[src/design/tlp_pkg.sv]
// tlp_pkg: shared types, codes and constants of the timing line parser
// no dependencies; imported by every module of the block but tlp_line_mem
package tlp_pkg;

    localparam logic [1:0] EV_ECHO  = 2'd0;
    localparam logic [1:0] EV_START = 2'd1;
    localparam logic [1:0] EV_WAIT  = 2'd2;
    localparam logic [1:0] EV_SHOW  = 2'd3;

    localparam logic [7:0] CH_CR    = 8'd13;
    localparam logic [7:0] CH_LF    = 8'd10;
    localparam logic [7:0] CH_HASH  = 8'h23;
    localparam logic [7:0] CH_S     = 8'h73;
    localparam logic [7:0] CH_W     = 8'h77;
    localparam logic [7:0] CH_ONE   = 8'h31;
    localparam logic [7:0] CH_TWO   = 8'h32;
    localparam logic [31:0] ASCII_ZERO = 32'd48;

    localparam logic [7:0] MODE_PAIR = 8'h02;
    localparam logic [7:0] MODE_QUAD = 8'h04;

    localparam int FRAME_MIN_LEN = 30;
    localparam int TEAM_MIN_LEN  = 19;
    localparam int GATHER_LEN    = 23;
    localparam int MODE_POS      = 5;

    // 24-bit raw time / 10 as multiply by reciprocal and shift
    localparam logic [23:0] RECIP_10    = 24'd13421773;
    localparam int          RECIP_SHIFT = 27;
    localparam int          PART_W      = 21;

    localparam int DIGITS      = 5;
    localparam int OFIFO_DEPTH = 8;
    localparam int OFIFO_AW    = 3;
    localparam int OFIFO_SLACK = 4;

    typedef struct packed {
        logic [1:0]  event_kind;
        logic [7:0]  echo_byte;
        logic [31:0] time_value;
        logic        lane;
        logic        last;
    } t_result;

    typedef struct packed {
        logic    vld;
        t_result res;
    } t_push;

    function automatic logic [4:0] digit_off(input logic [2:0] idx);
        case (idx)
            3'd0: digit_off = 5'd0;
            3'd1: digit_off = 5'd2;
            3'd2: digit_off = 5'd3;
            3'd3: digit_off = 5'd5;
            3'd4: digit_off = 5'd6;
            default: digit_off = 5'd0;
        endcase
    endfunction

    function automatic logic [12:0] digit_weight(input logic [2:0] idx);
        case (idx)
            3'd0: digit_weight = 13'd6000;
            3'd1: digit_weight = 13'd1000;
            3'd2: digit_weight = 13'd100;
            3'd3: digit_weight = 13'd10;
            3'd4: digit_weight = 13'd1;
            default: digit_weight = 13'd0;
        endcase
    endfunction

    function automatic t_result mk_res(input logic [1:0] kind, input logic [7:0] b,
                                       input logic [31:0] tv, input logic ln,
                                       input logic lst);
        t_result r;
        r.event_kind = kind;
        r.echo_byte  = b;
        r.time_value = tv;
        r.lane       = ln;
        r.last       = lst;
        return r;
    endfunction

endpackage

[src/design/tlp_if.sv]
// tlp_if: valid/ready channels of the timing line parser
// byte channel in, event channel out; no dependencies
interface tlp_byte_if;
    logic       valid;
    logic       ready;
    logic [7:0] rx_byte;
    modport source (output valid, output rx_byte, input ready);
    modport sink   (input valid, input rx_byte, output ready);
endinterface

interface tlp_event_if;
    logic        valid;
    logic        ready;
    logic [1:0]  event_kind;
    logic [7:0]  echo_byte;
    logic [31:0] time_value;
    logic        lane;
    logic        last;
    modport source (output valid, output event_kind, output echo_byte, output time_value,
                    output lane, output last, input ready);
    modport sink   (input valid, input event_kind, input echo_byte, input time_value,
                    input lane, input last, output ready);
endinterface

[src/design/timing_line_parser.sv]
// timing_line_parser: top level of the serial timing line decoder
// an ordinary byte's echo word is registered into the result queue as the byte is accepted
// throughput: one byte per cycle; a line end holds the input for the 23-byte
// read sweep of the line memory and then for the decode sequencer (team lines
// longest); a result queue short of room also holds it
// reset: synchronous, active low; line memory reads zero until written
module timing_line_parser #(
    parameter int LINE_DEPTH = 50
) (
    input  logic         i_clk,
    input  logic         i_rst_n,
    tlp_byte_if.sink     i_rx,
    tlp_event_if.source  o_ev
);
    import tlp_pkg::*;

    localparam int AW = $clog2(LINE_DEPTH);

    t_push           push;
    logic            room;
    logic            mem_we;
    logic [AW-1:0]   mem_waddr;
    logic [7:0]      mem_wdata;
    logic            mem_re;
    logic [AW-1:0]   mem_raddr;
    logic [7:0]      mem_rdata;

    tlp_line_mem #(.DEPTH(LINE_DEPTH), .AW(AW)) u_mem (
        .i_clk   (i_clk),
        .i_rst_n (i_rst_n),
        .i_we    (mem_we),
        .i_waddr (mem_waddr),
        .i_wdata (mem_wdata),
        .i_re    (mem_re),
        .i_raddr (mem_raddr),
        .o_rdata (mem_rdata)
    );

    tlp_decoder #(.LINE_DEPTH(LINE_DEPTH), .AW(AW)) u_dec (
        .i_clk       (i_clk),
        .i_rst_n     (i_rst_n),
        .i_rx        (i_rx),
        .i_room      (room),
        .o_push      (push),
        .o_mem_we    (mem_we),
        .o_mem_waddr (mem_waddr),
        .o_mem_wdata (mem_wdata),
        .o_mem_re    (mem_re),
        .o_mem_raddr (mem_raddr),
        .i_mem_rdata (mem_rdata)
    );

    tlp_out_fifo u_fifo (
        .i_clk   (i_clk),
        .i_rst_n (i_rst_n),
        .i_push  (push),
        .o_room  (room),
        .o_ev    (o_ev)
    );
endmodule

[src/design/tlp_line_mem.sv]
// tlp_line_mem: line buffer memory, one write and one registered read port
// per-entry valid bits make never-written entries read as zero
module tlp_line_mem #(
    parameter int DEPTH = 50,
    parameter int AW    = 6
) (
    input  logic          i_clk,
    input  logic          i_rst_n,
    input  logic          i_we,
    input  logic [AW-1:0] i_waddr,
    input  logic [7:0]    i_wdata,
    input  logic          i_re,
    input  logic [AW-1:0] i_raddr,
    output logic [7:0]    o_rdata
);
    logic [7:0]       r_mem [DEPTH];
    logic [DEPTH-1:0] r_vld;
    logic [7:0]       r_rdata;

    always_ff @(posedge i_clk) begin
        if (i_we) begin
            r_mem[i_waddr] <= i_wdata;
        end
        if (i_re) begin
            r_rdata <= r_vld[i_raddr] ? r_mem[i_raddr] : 8'd0;
        end
    end

    always_ff @(posedge i_clk) begin
        if (!i_rst_n) begin
            r_vld <= '0;
        end else if (i_we) begin
            r_vld[i_waddr] <= 1'b1;
        end
    end

    assign o_rdata = r_rdata;
endmodule

[src/design/tlp_out_fifo.sv]
// tlp_out_fifo: result queue between decoder and event channel
// depends on tlp_pkg and tlp_event_if
module tlp_out_fifo (
    input  logic            i_clk,
    input  logic            i_rst_n,
    input  tlp_pkg::t_push  i_push,
    output logic            o_room,
    tlp_event_if.source     o_ev
);
    import tlp_pkg::*;

    t_result                r_buf [OFIFO_DEPTH];
    logic [OFIFO_AW-1:0]    r_wp;
    logic [OFIFO_AW-1:0]    r_rp;
    logic [OFIFO_AW:0]      r_cnt;
    logic                   pop;
    t_result                head;

    assign pop  = o_ev.valid && o_ev.ready;
    assign head = r_buf[r_rp];

    always_ff @(posedge i_clk) begin
        if (i_push.vld) begin
            r_buf[r_wp] <= i_push.res;
        end
    end

    always_ff @(posedge i_clk) begin
        if (!i_rst_n) begin
            r_wp  <= '0;
            r_rp  <= '0;
            r_cnt <= '0;
        end else begin
            if (i_push.vld) begin
                r_wp <= r_wp + 1'b1;
            end
            if (pop) begin
                r_rp <= r_rp + 1'b1;
            end
            r_cnt <= r_cnt + {{OFIFO_AW{1'b0}}, i_push.vld} - {{OFIFO_AW{1'b0}}, pop};
        end
    end

    // room for the largest burst one byte can cause
    assign o_room       = r_cnt <= (OFIFO_AW+1)'(OFIFO_DEPTH - OFIFO_SLACK);
    assign o_ev.valid      = r_cnt != '0;
    assign o_ev.event_kind = head.event_kind;
    assign o_ev.echo_byte  = head.echo_byte;
    assign o_ev.time_value = head.time_value;
    assign o_ev.lane       = head.lane;
    assign o_ev.last       = head.last;
endmodule

[src/design/tlp_decoder.sv]
// tlp_decoder: byte intake, fill count and line-end sequencer
// depends on tlp_pkg and tlp_byte_if; drives tlp_line_mem ports
module tlp_decoder #(
    parameter int LINE_DEPTH = 50,
    parameter int AW         = 6
) (
    input  logic            i_clk,
    input  logic            i_rst_n,
    tlp_byte_if.sink        i_rx,
    input  logic            i_room,
    output tlp_pkg::t_push  o_push,
    output logic            o_mem_we,
    output logic [AW-1:0]   o_mem_waddr,
    output logic [7:0]      o_mem_wdata,
    output logic            o_mem_re,
    output logic [AW-1:0]   o_mem_raddr,
    input  logic [7:0]      i_mem_rdata
);
    import tlp_pkg::*;

    localparam int FW = $clog2(LINE_DEPTH + 1);
    localparam logic [FW-1:0] DEPTH_F = FW'(LINE_DEPTH);

    localparam logic [3:0] ST_IDLE   = 4'd0;
    localparam logic [3:0] ST_GATHER = 4'd1;
    localparam logic [3:0] ST_DIV    = 4'd2;
    localparam logic [3:0] ST_TRK    = 4'd3;
    localparam logic [3:0] ST_CHK01  = 4'd4;
    localparam logic [3:0] ST_SHOW1  = 4'd5;
    localparam logic [3:0] ST_CHK23  = 4'd6;
    localparam logic [3:0] ST_WAITCK = 4'd7;
    localparam logic [3:0] ST_SHORT  = 4'd8;
    localparam logic [3:0] ST_TEAM   = 4'd9;
    localparam logic [3:0] ST_ACC    = 4'd10;
    localparam logic [3:0] ST_ASHOW  = 4'd11;
    localparam logic [3:0] ST_FIN    = 4'd12;

    logic [3:0]        r_state, n_state;
    logic [FW-1:0]     r_fill, n_fill;
    logic [FW-1:0]     r_len, n_len;
    logic [7:0]        r_line [GATHER_LEN];
    logic [7:0]        n_line [GATHER_LEN];
    logic [4:0]        r_rd_idx, n_rd_idx;
    logic              r_rd_pend, n_rd_pend;
    logic [4:0]        r_cap_cnt, n_cap_cnt;
    logic [1:0]        r_part, n_part;
    logic [47:0]       r_prod, n_prod;
    logic [PART_W-1:0] r_pt [4];
    logic [PART_W-1:0] n_pt [4];
    logic [3:0]        r_stop, n_stop;
    logic [1:0]        r_armed, n_armed;
    logic [31:0]       r_shown, n_shown;
    t_result           r_hold, n_hold;
    logic [31:0]       r_acc, n_acc;
    logic [2:0]        r_dig, n_dig;
    logic [4:0]        r_base, n_base;
    logic              r_lane, n_lane;
    logic              r_team_first, n_team_first;

    logic              in_acc;
    logic              is_end;
    logic [FW-1:0]     fill_inc;
    t_result           echo;
    logic [4:0]        pb;
    logic [23:0]       raw;
    logic [PART_W-1:0] t_new;
    logic [7:0]        dbyte;
    logic [31:0]       term;
    logic [31:0]       max01;
    logic [31:0]       max23;
    t_push             push;

    always_comb begin
        i_rx.ready = (r_state == ST_IDLE) && i_room;
    end

    assign in_acc   = i_rx.valid && i_rx.ready;
    assign is_end   = (i_rx.rx_byte == CH_CR) || (i_rx.rx_byte == CH_LF);
    assign fill_inc = r_fill + 1'b1;
    assign echo     = mk_res(EV_ECHO, i_rx.rx_byte, 32'd0, 1'b0, 1'b1);
    assign pb       = 5'd8 + {1'b0, r_part, 2'b00};
    assign raw      = {r_line[pb + 5'd2], r_line[pb + 5'd1], r_line[pb]};
    assign t_new    = r_prod[RECIP_SHIFT +: PART_W];
    assign dbyte    = r_line[r_base + digit_off(r_dig)];
    assign term     = ({24'd0, dbyte} - ASCII_ZERO) * {19'd0, digit_weight(r_dig)};
    assign max01    = {11'd0, (r_pt[0] < r_pt[1]) ? r_pt[1] : r_pt[0]};
    assign max23    = {11'd0, (r_pt[2] < r_pt[3]) ? r_pt[3] : r_pt[2]};

    assign o_mem_we    = in_acc;
    assign o_mem_waddr = r_fill[AW-1:0];
    assign o_mem_wdata = i_rx.rx_byte;
    assign o_mem_re    = (r_state == ST_GATHER) && (r_rd_idx < 5'(GATHER_LEN));
    assign o_mem_raddr = AW'(r_rd_idx);

    always_comb begin
        n_state      = r_state;
        n_fill       = r_fill;
        n_len        = r_len;
        n_line       = r_line;
        n_rd_idx     = r_rd_idx;
        n_rd_pend    = 1'b0;
        n_cap_cnt    = r_cap_cnt;
        n_part       = r_part;
        n_prod       = r_prod;
        n_pt         = r_pt;
        n_stop       = r_stop;
        n_armed      = r_armed;
        n_shown      = r_shown;
        n_hold       = r_hold;
        n_acc        = r_acc;
        n_dig        = r_dig;
        n_base       = r_base;
        n_lane       = r_lane;
        n_team_first = r_team_first;
        push         = '0;

        case (r_state)
            ST_IDLE: begin
                if (in_acc) begin
                    if (fill_inc == DEPTH_F) begin
                        // overflow drops the line
                        n_fill   = '0;
                        push.vld = 1'b1;
                        push.res = echo;
                    end else if (is_end && fill_inc != FW'(1)) begin
                        n_len       = fill_inc;
                        n_fill      = '0;
                        n_hold      = echo;
                        n_hold.last = 1'b0;
                        n_rd_idx    = '0;
                        n_cap_cnt   = '0;
                        n_state     = ST_GATHER;
                    end else begin
                        n_fill   = is_end ? '0 : fill_inc;
                        push.vld = 1'b1;
                        push.res = echo;
                    end
                end
            end
            ST_GATHER: begin
                if (o_mem_re) begin
                    n_rd_idx  = r_rd_idx + 5'd1;
                    n_rd_pend = 1'b1;
                end
                if (r_rd_pend) begin
                    for (int i = 0; i < GATHER_LEN - 1; i++) begin
                        n_line[i] = r_line[i+1];
                    end
                    n_line[GATHER_LEN-1] = i_mem_rdata;
                    n_cap_cnt = r_cap_cnt + 5'd1;
                    if (r_cap_cnt == 5'(GATHER_LEN - 1)) begin
                        if (r_len > FW'(FRAME_MIN_LEN)) begin
                            n_part  = 2'd0;
                            n_state = ST_DIV;
                        end else if (r_len < FW'(TEAM_MIN_LEN)) begin
                            n_state = ST_SHORT;
                        end else begin
                            n_state = ST_TEAM;
                        end
                    end
                end
            end
            ST_DIV: begin
                n_prod  = {24'd0, raw} * {24'd0, RECIP_10};
                n_state = ST_TRK;
            end
            ST_TRK: begin
                n_stop[r_part] = (t_new != '0) && (t_new == r_pt[r_part]);
                n_pt[r_part]   = t_new;
                if (r_part == 2'd0 && r_pt[0] == '0 && t_new != '0) begin
                    push.vld = 1'b1;
                    push.res = r_hold;
                    n_hold   = mk_res(EV_START, 8'd0, 32'd0, 1'b0, 1'b0);
                    n_armed  = 2'b11;
                end
                case (r_part)
                    2'd0:    begin n_part = 2'd1; n_state = ST_DIV; end
                    2'd1:    n_state = ST_CHK01;
                    2'd2:    begin n_part = 2'd3; n_state = ST_DIV; end
                    default: n_state = ST_CHK23;
                endcase
            end
            ST_CHK01: begin
                n_state = (r_line[MODE_POS] == MODE_QUAD) ? ST_DIV : ST_WAITCK;
                n_part  = 2'd2;
                if (r_armed[0] && r_stop[0] && r_stop[1]) begin
                    n_shown    = max01;
                    push.vld   = 1'b1;
                    push.res   = r_hold;
                    n_hold     = mk_res(EV_SHOW, 8'd0, max01, 1'b0, 1'b0);
                    n_armed[0] = 1'b0;
                    if (r_line[MODE_POS] == MODE_PAIR) begin
                        n_state = ST_SHOW1;
                    end
                end
            end
            ST_SHOW1: begin
                push.vld   = 1'b1;
                push.res   = r_hold;
                n_hold     = mk_res(EV_SHOW, 8'd0, r_shown, 1'b1, 1'b0);
                n_armed[1] = 1'b0;
                n_state    = ST_FIN;
            end
            ST_CHK23: begin
                if (r_armed[1] && r_stop[2] && r_stop[3]) begin
                    n_shown    = max23;
                    push.vld   = 1'b1;
                    push.res   = r_hold;
                    n_hold     = mk_res(EV_SHOW, 8'd0, max23, 1'b1, 1'b0);
                    n_armed[1] = 1'b0;
                    n_state    = ST_FIN;
                end else begin
                    n_state = ST_WAITCK;
                end
            end
            ST_WAITCK: begin
                if (r_pt[0] == '0 && r_pt[1] == '0 && r_shown != '0) begin
                    n_shown  = '0;
                    push.vld = 1'b1;
                    push.res = r_hold;
                    n_hold   = mk_res(EV_WAIT, 8'd0, 32'd0, 1'b0, 1'b0);
                    n_armed  = 2'b11;
                end
                n_state = ST_FIN;
            end
            ST_SHORT: begin
                n_state = ST_FIN;
                if (r_line[0] == CH_S) begin
                    push.vld = 1'b1;
                    push.res = r_hold;
                    n_hold   = mk_res(EV_START, 8'd0, 32'd0, 1'b0, 1'b0);
                end else if (r_line[0] == CH_W) begin
                    push.vld = 1'b1;
                    push.res = r_hold;
                    n_hold   = mk_res(EV_WAIT, 8'd0, 32'd0, 1'b0, 1'b0);
                end else if (r_line[0] == CH_ONE || r_line[0] == CH_TWO) begin
                    n_base       = 5'd2;
                    n_lane       = r_line[0] == CH_TWO;
                    n_team_first = 1'b0;
                    n_acc        = '0;
                    n_dig        = '0;
                    n_state      = ST_ACC;
                end
            end
            ST_TEAM: begin
                n_lane       = 1'b0;
                n_team_first = 1'b1;
                n_acc        = '0;
                n_dig        = '0;
                if (r_line[0] == CH_HASH) begin
                    n_base  = 5'd1;
                    n_state = ST_ACC;
                end else if (r_line[1] == CH_HASH) begin
                    n_base  = 5'd2;
                    n_state = ST_ACC;
                end else begin
                    n_state = ST_FIN;
                end
            end
            ST_ACC: begin
                n_acc = r_acc + term;
                n_dig = r_dig + 3'd1;
                if (r_dig == 3'(DIGITS - 1)) begin
                    n_state = ST_ASHOW;
                end
            end
            ST_ASHOW: begin
                n_shown  = r_acc;
                push.vld = 1'b1;
                push.res = r_hold;
                n_hold   = mk_res(EV_SHOW, 8'd0, r_acc, r_lane, 1'b0);
                if (r_team_first) begin
                    // second time of a team line sits nine bytes further
                    n_base       = r_base + 5'd9;
                    n_lane       = 1'b1;
                    n_team_first = 1'b0;
                    n_acc        = '0;
                    n_dig        = '0;
                    n_state      = ST_ACC;
                end else begin
                    n_state = ST_FIN;
                end
            end
            ST_FIN: begin
                push.vld      = 1'b1;
                push.res      = r_hold;
                push.res.last = 1'b1;
                n_state       = ST_IDLE;
            end
            default: n_state = ST_IDLE;
        endcase
    end

    always_ff @(posedge i_clk) begin
        if (!i_rst_n) begin
            r_state   <= ST_IDLE;
            r_fill    <= '0;
            r_rd_pend <= 1'b0;
            r_armed   <= '0;
            r_shown   <= '0;
            r_pt      <= '{default: '0};
        end else begin
            r_state   <= n_state;
            r_fill    <= n_fill;
            r_rd_pend <= n_rd_pend;
            r_armed   <= n_armed;
            r_shown   <= n_shown;
            r_pt      <= n_pt;
        end
    end

    always_ff @(posedge i_clk) begin
        r_len        <= n_len;
        r_line       <= n_line;
        r_rd_idx     <= n_rd_idx;
        r_cap_cnt    <= n_cap_cnt;
        r_part       <= n_part;
        r_prod       <= n_prod;
        r_stop       <= n_stop;
        r_hold       <= n_hold;
        r_acc        <= n_acc;
        r_dig        <= n_dig;
        r_base       <= n_base;
        r_lane       <= n_lane;
        r_team_first <= n_team_first;
    end

    assign o_push = push;

    a_fill_range: assert property (@(posedge i_clk) disable iff (!i_rst_n)
        r_fill < DEPTH_F) else $error("fill count out of range");

    a_end_clears_fill: assert property (@(posedge i_clk) disable iff (!i_rst_n)
        (in_acc && is_end) |=> (r_fill == '0)) else $error("line end left fill count");

    a_fin_to_idle: assert property (@(posedge i_clk) disable iff (!i_rst_n)
        (r_state == ST_FIN) |=> (r_state == ST_IDLE && $past(push.vld)))
        else $error("line decode did not close with a last word");
endmodule

[src/flat_wrapper.sv]
// flat-port wrapper written by rule: the top's interface ports become plain ports
module timing_line_parser_flat import tlp_pkg::*;
#(
    parameter int LINE_DEPTH = 50
)
  (i_clk, i_rst_n, i_rx_valid, i_rx_rx_byte, i_rx_ready, o_ev_valid, o_ev_event_kind, o_ev_echo_byte, o_ev_time_value, o_ev_lane, o_ev_last, o_ev_ready);
  tlp_byte_if i_rx_i ();
  tlp_event_if o_ev_i ();
  input  logic i_clk;
  input  logic i_rst_n;
  input wire logic [$bits(i_rx_i.valid)-1:0] i_rx_valid;
  input wire logic [$bits(i_rx_i.rx_byte)-1:0] i_rx_rx_byte;
  output wire logic [$bits(i_rx_i.ready)-1:0] i_rx_ready;
  output wire logic [$bits(o_ev_i.valid)-1:0] o_ev_valid;
  output wire logic [$bits(o_ev_i.event_kind)-1:0] o_ev_event_kind;
  output wire logic [$bits(o_ev_i.echo_byte)-1:0] o_ev_echo_byte;
  output wire logic [$bits(o_ev_i.time_value)-1:0] o_ev_time_value;
  output wire logic [$bits(o_ev_i.lane)-1:0] o_ev_lane;
  output wire logic [$bits(o_ev_i.last)-1:0] o_ev_last;
  input wire logic [$bits(o_ev_i.ready)-1:0] o_ev_ready;
  assign i_rx_i.valid = i_rx_valid;
  assign i_rx_i.rx_byte = i_rx_rx_byte;
  assign i_rx_ready = i_rx_i.ready;
  assign o_ev_valid = o_ev_i.valid;
  assign o_ev_event_kind = o_ev_i.event_kind;
  assign o_ev_echo_byte = o_ev_i.echo_byte;
  assign o_ev_time_value = o_ev_i.time_value;
  assign o_ev_lane = o_ev_i.lane;
  assign o_ev_last = o_ev_i.last;
  assign o_ev_i.ready = o_ev_ready;
  timing_line_parser #(.LINE_DEPTH(LINE_DEPTH)) u_core (.i_clk(i_clk), .i_rst_n(i_rst_n), .i_rx(i_rx_i), .o_ev(o_ev_i));
endmodule
[config.mk]
export PLATFORM = sky130hd
export DESIGN_NAME = timing_line_parser_flat
export DESIGN_NICKNAME = d
export VERILOG_FILES = /design/src/design/tlp_pkg.sv /design/src/design/tlp_if.sv /design/src/design/timing_line_parser.sv /design/src/design/tlp_line_mem.sv /design/src/design/tlp_out_fifo.sv /design/src/design/tlp_decoder.sv /design/src/flat_wrapper.sv
export SDC_FILE = /design/constraint.sdc
export NUM_CORES = 2
export LEC_CHECK = 0
export ABC_CLOCK_PERIOD_IN_PS = 13500
export BUFFER_PORTS_ARGS = -buffer_cell sky130_fd_sc_hd__buf_2
export CAP_MARGIN = 10
export CORE_AREA = 4 4 319 321
export CTS_CLUSTER_DIAMETER = 40
export DETAILED_ROUTE_END_ITERATION = 8
export DIE_AREA = 0 0 323 325
export GPL_TIMING_DRIVEN = 0
export PLACE_DENSITY = 0.79
export SETUP_SLACK_MARGIN = 0.4
export SLEW_MARGIN = 20
export SYNTH_ARGS = -nofsm -noshare
export SYNTH_HDL_FRONTEND = slang
export SYNTH_SLANG_ARGS = --single-unit
[constraint.sdc]
create_clock -name i_clk -period 13.5 [get_ports i_clk]
set_clock_uncertainty 0.15 [all_clocks]
set_input_delay 2.7 -clock i_clk [delete_from_list [all_inputs] [get_ports i_clk]]
set_output_delay 2.7 -clock i_clk [all_outputs]
set_load 0.02 [all_outputs]
==> Word level (Yosys, flattened, before mapping) <==
Memories as Yosys holds them, arrays and structs flattened. A register that Yosys moved wholly into a read port is not among the register bits.
Cells that the tools add are included.
{ "totals": {"reg_bits": 529, "mem_bits_rw": 752, "in_bits": 12, "output_inout_bits": 46, "elab_cells": 329, "n_memories": 2} }
{ "mem_list": {"columns": ["memory", "words", "word_bits", "rd", "rd_clocked_by_memory_dff", "wr", "line", "text"], "rows": [
  ["u_core.u_mem.r_mem", 50, 8, 1, 1, 1, "tlp_line_mem.sv:16", "logic [7:0] r_mem [DEPTH];"],
  ["u_core.u_fifo.r_buf", 8, 44, 1, 1, 1, "tlp_out_fifo.sv:12", "t_result r_buf [OFIFO_DEPTH];"]
]} }
{ "op_classes": {"addsub": 15, "mul": 2, "n_lt_le_gt_ge": 17, "eq_ne": 51, "mux": 127, "bitwise": 7, "n_reduce_logical": 55} }
{ "op_table": {"columns": ["operator", "count"], "rows": [
  ["45-bit two-way mux", 9],
  ["44-bit two-way mux", 9],
  ["45-bit case mux with 8 select lines", 1],
  ["44-bit case mux with 8 select lines", 1],
  ["32-bit case mux with 4 select lines", 2],
  ["32-bit two-way mux", 7],
  ["8-bit binary-select mux with 5-bit select", 4],
  ["21-bit two-way mux", 5],
  ["84-bit bitwise mux", 1],
  ["13-bit case mux with 5 select lines", 1],
  ["8-bit two-way mux", 8],
  ["5-bit two-way mux", 11],
  ["50-bit OR", 1],
  ["24-bit by 24-bit multiplier with 48-bit output, second input constant", 1],
  ["4-bit case mux with 11 select lines", 1],
  ["21-bit binary-select mux with 2-bit select", 1],
  ["21-bit demux with 2-bit select", 1],
  ["21-bit zero test", 2],
  ["21-bit less-than comparator", 2],
  ["3-bit two-way mux", 14],
  ["4-bit two-way mux", 9],
  ["32-bit adder", 1],
  ["8-bit by 6-bit == test with 1-bit output, second input constant", 4],
  ["32-bit nonzero test", 1],
  ["79 further kinds", 177]
]} }

==> Longest topological paths before layout <==
{ "depth": {"word_depth": 11, "mapped_depth": 47, "ltp_nobuf": 44} }

==> Hierarchy <==
Synthesis repeated with hierarchy kept, for this count alone.
{ "hier_totals": {"cells_unflattened": 4940, "hier_area_um2": 68395.6} }
{ "by_module_without_submodules": {"columns": ["mod", "n_inst", "cells_per_inst", "area_each_um2", "seq_area_each_um2"], "rows": [
  ["tlp_decoder", 1, 3418, 36568.8, 11951.5],
  ["tlp_line_mem", 1, 939, 17878.4, 13252.7],
  ["tlp_out_fifo", 1, 583, 13948.4, 10830.4]
]} }

==> Worst setup path after synthesis <==
No wires, ideal clock.
{ "synth_path": {"path_kind": "reg-to-reg", "start": "register u_core.u_dec.r_dig[1]", "end": "register u_core.u_dec.r_acc[31] (data pin)", "setup_time_ps": 270, "arrival_time_ps": 10549, "required_ps": 13080, "slack_ps": 2531, "stages_incl_launch_ff": 41, "n_path_buf": 3, "cell_sequence": "edfxtp_1 > inv_1 > ha_1 > nand2_1 > clkbuf_1 > and3_1 > fa_1 > buf_6 > mux4_2 > mux4_2 > a32o_1 > buf_6 > ha_1 > xnor2_1 > nand2b_1 > fa_1 > fa_1 > fa_1 > [5 not listed] > ha_1 > o21ai_0 > o21ai_0 > a21o_1 > o211ai_1 > nand3_1 > nand2_1 > o311ai_0 > ha_1 > a21o_1 > a21o_1 > a21oi_1 > nor2_1 > a21oi_1 > a31oi_1 > mux2_2 > nand3_1 > a21oi_1"} }
{ "synth_between": {"elab_chain_len": 11} }
{ "synth_rtl": {"columns": ["item", "line", "text"], "rows": [
  ["start, declared", "tlp_decoder.sv:55", "logic [2:0] r_dig, n_dig;"],
  ["start signal, assigned", "tlp_decoder.sv:322", "r_dig <= n_dig;"],
  ["3-bit == test (tied with other cells)", "tlp_pkg.sv:51, tlp_pkg.sv:62", null],
  ["3-bit case mux with 4 select lines", "tlp_pkg.sv:51", "case (idx)"],
  ["5-bit adder", "tlp_decoder.sv:84", "assign dbyte = r_line[r_base + digit_off(r_dig)];"],
  ["5-bit inverter with 6-bit output (implied by the code)", "tlp_decoder.sv:84", null],
  ["8-bit binary-select mux with 5-bit select", "tlp_decoder.sv:84", null],
  ["8-bit two-way mux (implied by the code) (2 in a row)", "tlp_decoder.sv:84", null],
  ["8-bit by 6-bit subtractor with 9-bit output", "tlp_decoder.sv:85", "assign term = ({24'd0, dbyte} - ASCII_ZERO) * {19'd0, digit_weight(r_dig)};"],
  ["9-bit by 14-bit multiplier with 23-bit output *", "tlp_decoder.sv:85", null],
  ["32-bit adder *", "tlp_decoder.sv:261", "n_acc = r_acc + term;"],
  ["32-bit case mux with 4 select lines *", "tlp_decoder.sv:117", "case (r_state)"],
  ["end signal, assigned", "tlp_decoder.sv:321", "r_acc <= n_acc;"],
  ["end, declared", "tlp_decoder.sv:54", "logic [31:0] r_acc, n_acc;"]
]} }
Mark *: on every way between the ends. The rest lies on a longest branch, timed or not. The select of a mux whose other input is x is not followed.
A chain may end at the register's enable or synchronous reset.

==> Worst setup path in the final report <==
Ends and elaborated chain as after synthesis.

==> flow_metrics.env <==
export IMPL_required_ns=13.95
export IMPL_die_x_um=323
export IMPL_preCtsSetupSlack_ns=1.140
export IMPL_status="finished, final reports clean"
export IMPL_core_mm2=0.09928
export IMPL_via_count=39560
export IMPL_area_growth_pct=11.98
export IMPL_synth_cell_types=79
export IMPL_grt_usage_pct=31.05
export IMPL_place_hpwl_um=113800
export IMPL_async_reset_ff_share_pct=0
export IMPL_p_sw_share_pct=38.60
export IMPL_worstMarginPinSlew_ns=1.166
export IMPL_fin_nets=5556
export IMPL_min_from="u_core.u_mem.o_rdata[7]$_SDFFCE_PN0P_"
export IMPL_drive_above_1_share_pct=14.73
export IMPL_detail_route_wl_per_cell_um=25.62
export IMPL_worstHoldPathType="register to register"
export IMPL_crit_fanout=10
export IMPL_synthTopCellsByArea="edfxtp_1 (45%), mux4_2 (9.8%), fa_1 (9.5%), ha_1 (8.5%), dfxtp_1 (5.6%)"
export IMPL_cts_buffers=139
export IMPL_power_internal_uw=9340
export IMPL_leakage_uw=0.02656
export IMPL_post_route_period_util_pct=90.71
export IMPL_cts_root_buf="clkbuf_16"
export IMPL_rows=116
export IMPL_rr_startpoint="u_core.u_dec.r_dig[1]$_SDFFCE_PP0P_"
export IMPL_p_per_area_mw_per_mm2=220.0
export IMPL_globalplace_congestion=0.9600
export IMPL_initial_core_util_pct=62.20
export IMPL_dieArea_mm2=0.1050
export IMPL_overflow=0
export IMPL_yosysWarnings=0
export IMPL_drc=0
export IMPL_grt_pass1_wl_um=245300
export IMPL_critPathLaunchType="register"
export IMPL_netlist_area_leader_share_pct=45.13
export IMPL_grt_pass1_vias=40470
export IMPL_wl_um=160100
export IMPL_p_comb_share_pct=48.4
export IMPL_final_setup_worst_slack_ns=1.254
export IMPL_hold_viol=0
export IMPL_rsz0062_at_grt="false"
export IMPL_setup_viol=0
export IMPL_cts_tree="yes"
export IMPL_clock_sinks=1102
export IMPL_port_buffers=56
export IMPL_fin_tns_setup_ns=0
export IMPL_die_y_um=325
export IMPL_p_seq_share_pct=26.6
export IMPL_final_max_slew_viol_count=0
export IMPL_maxSlewHeadroom_pct=22.01
export IMPL_startpoint="u_core.u_dec.r_dig[1]$_SDFFCE_PP0P_"
export IMPL_drt_initial_drc_count=4086
export IMPL_yosys_area_top_type="edfxtp_1"
export IMPL_synth_ff_type="edfxtp_1"
export IMPL_postCtsSetupRepairBufs=0
export IMPL_fmax_mhz=81.66
export IMPL_critPathCaptureType="register"
export IMPL_vias_per_cell=6.331
export IMPL_cp_arrival_ns=12.69
export IMPL_ys_seq_area_share_pct=50.77
export IMPL_period_needed_ns=12.25
export IMPL_drv_cap=0
export IMPL_insertion_delay_ns=0.77
export IMPL_drtPass1Iterations=6
export IMPL_cts_htree_levels=4
export IMPL_ys_ff_latch=1102
export IMPL_power_uw=15210
export IMPL_clkTransAtPathRegs_ns=0.06
export IMPL_crit_type="register to register"
export IMPL_grt_max_degree=60
export IMPL_cpPeakStageDelay_ns=0.69
export IMPL_ios=58
export IMPL_avgSynthCellArea_um2=13.50
export IMPL_syn_area_mm2=0.06175
export IMPL_switchingPower_uw=5873
export IMPL_cts_path_max_buffers=3
export IMPL_synthCells=4574
export IMPL_ant_nets=0
export IMPL_cp_slowest_cell="xnor2_1"
export IMPL_irDropWorstVdd_mv=0.4354
export IMPL_synth_net_count=5298
export IMPL_synth_edf_count=928
export IMPL_clockPowerShare_pct=25.0
export IMPL_antenna_found_initial=1
-- final cells by class --
cell class / count / area (um^2)
inverter: 540 / 2027
clock inverter: 95 / 1110
buffer: 180 / 744.5
multi-input combinational: 2752 / 27730
antenna: 1 / 2.502
timing repair buffer: 117 / 855.8
tap: 1298 / 1624
clock buffer: 163 / 3704
fill: 6575 / 30130
sequential: 1102 / 31350
-- layout by cell type, fill, tap and decap left out, drive strengths merged, types with 24 or more instances in the layout --
master	count
edfxtp	928
inv	570
ha	420
nand2	370
clkbuf	299
fa	292
mux4	272
nor2	215
dfxtp	174
buf	161
a21oi	127
o21ai	106
a21boi	89
and2	76
nor3	59
xnor2	55
o21a	48
xor2	48
mux2	47
nand3	46
a21o	46
nor2b	40
clkinv	39
o211ai	35
a31oi	35
nor4	33
a211oi	31
and3	29
nand2b	24
-- final timing paths --
kind | to | slack [ns] | cells after the start
max | u_core.u_dec.r_acc[31]$_SDFFCE_PP0P_ | 1.25 | 44
min | u_core.u_dec.r_line[7]$_DFFE_PP_ | 0.27 | 0
max reg2reg | u_core.u_dec.r_acc[31]$_SDFFCE_PP0P_ | 1.25 | 44
min reg2reg | u_core.u_dec.r_line[7]$_DFFE_PP_ | 0.27 | 0
-- worst max-delay path, delay by kind of cell (launching register included) --
| kind | cells | cell delay (ns) |
|---|---|---|
| adder cells (fa/ha/maj) | 10 | 3.78 |
| AO/OA/AOI/OAI | 14 | 2.62 |
| AND/OR/NAND/NOR | 9 | 1.86 |
| buffers and inverters | 8 | 1.62 |
| XOR/XNOR | 2 | 1.13 |
| flip-flops | 1 | 0.54 |
| multiplexers | 1 | 0.39 |
-- logic make-up after synthesis --
kind of cell	after synthesis	share of synthesized area, %
flops	1102	50.77
simple gates	962	7.260
buf+inv	720	4.480
fa+ha+maj	712	17.98
compound gates	635	6.907
mux	339	11.11
xor+xnor	103	1.491
other cells	1	0.006073
-- through the flow --
| step | area, um^2 | hold slack [ns] | utilization, % | instances |
|---|---|---|---|---|
| after floorplan | 61750 | 0.2503 | - | 4574 |
| after global placement | 63660 | 0.2599 | 64.12 | 5928 |
| after detailed placement | 64310 | 0.2708 | 64.78 | 5989 |
| after CTS | 69130 | 0.2686 | 69.63 | 6247 |
| after global routing | 69150 | 0.2878 | 69.65 | 6247 |
| final | 69150 | 0.2689 | 69.65 | 6248 |
-- flip-flops by register name, indices dropped and copies added (netlist names), 32 cells and up, named ones only --
name / flops
u_core.u_mem.r_mem: 256
u_core.u_dec.r_pt: 84
u_core.u_mem.r_vld: 32
u_core.u_dec.r_acc: 32
u_core.u_fifo.r_buf: 352
u_core.u_dec.r_hold: 43
u_core.u_dec.r_line: 184
u_core.u_dec.r_shown: 32
-- routing by layer --
layer,vias up,track usage [%],wire length [um]
li1,17210,-,-
met1,19870,41.03,61560
met3,433,5.836,13180
met4,0,12.88,7184
met2,2038,51.14,78130
met5,-,0,0
-- synth_stat cells, types with 19 or more instances --
library cell / instances
nand2b_1: 24
and3_1: 29
xnor2_1: 55
nand3_1: 46
a21oi_1: 127
fa_1: 292
buf_1: 22
mux2_2: 47
nor2_1: 215
o211ai_1: 35
nand4_1: 20
dfxtp_1: 174
o21a_1: 48
nor3_1: 58
a31oi_1: 35
clkbuf_1: 135
inv_1: 532
xor2_1: 47
a21o_1: 46
and2_1: 75
nand2_1: 370
a211oi_1: 31
a22o_1: 19
mux4_2: 270
mux2i_1: 20
edfxtp_1: 928
a21boi_0: 87
a22oi_1: 20
nor2b_1: 40
nor4_1: 33
o21ai_0: 93
ha_1: 420
-- what timing repair did --
action                                  in CTS  in global routing
endpoints found under the hold margin        0                  0
gates resized for setup                      0                  2
endpoints found under the setup margin       0                  1
hold buffers                                 0                  0
-- power by group through the flow --
stage / sequential (uW) / combinational, uW / clock (uW)
detailed placement: 4110 / 7170 / 0
floorplan: 4110 / 5360 / 0
finish: 4040 / 7360 / 3810
global route: 4050 / 8300 / 4000
CTS: 4040 / 7300 / 3840
global placement: 4120 / 7000 / 0
No activity file was read; power rests on OpenSTA's default activity.
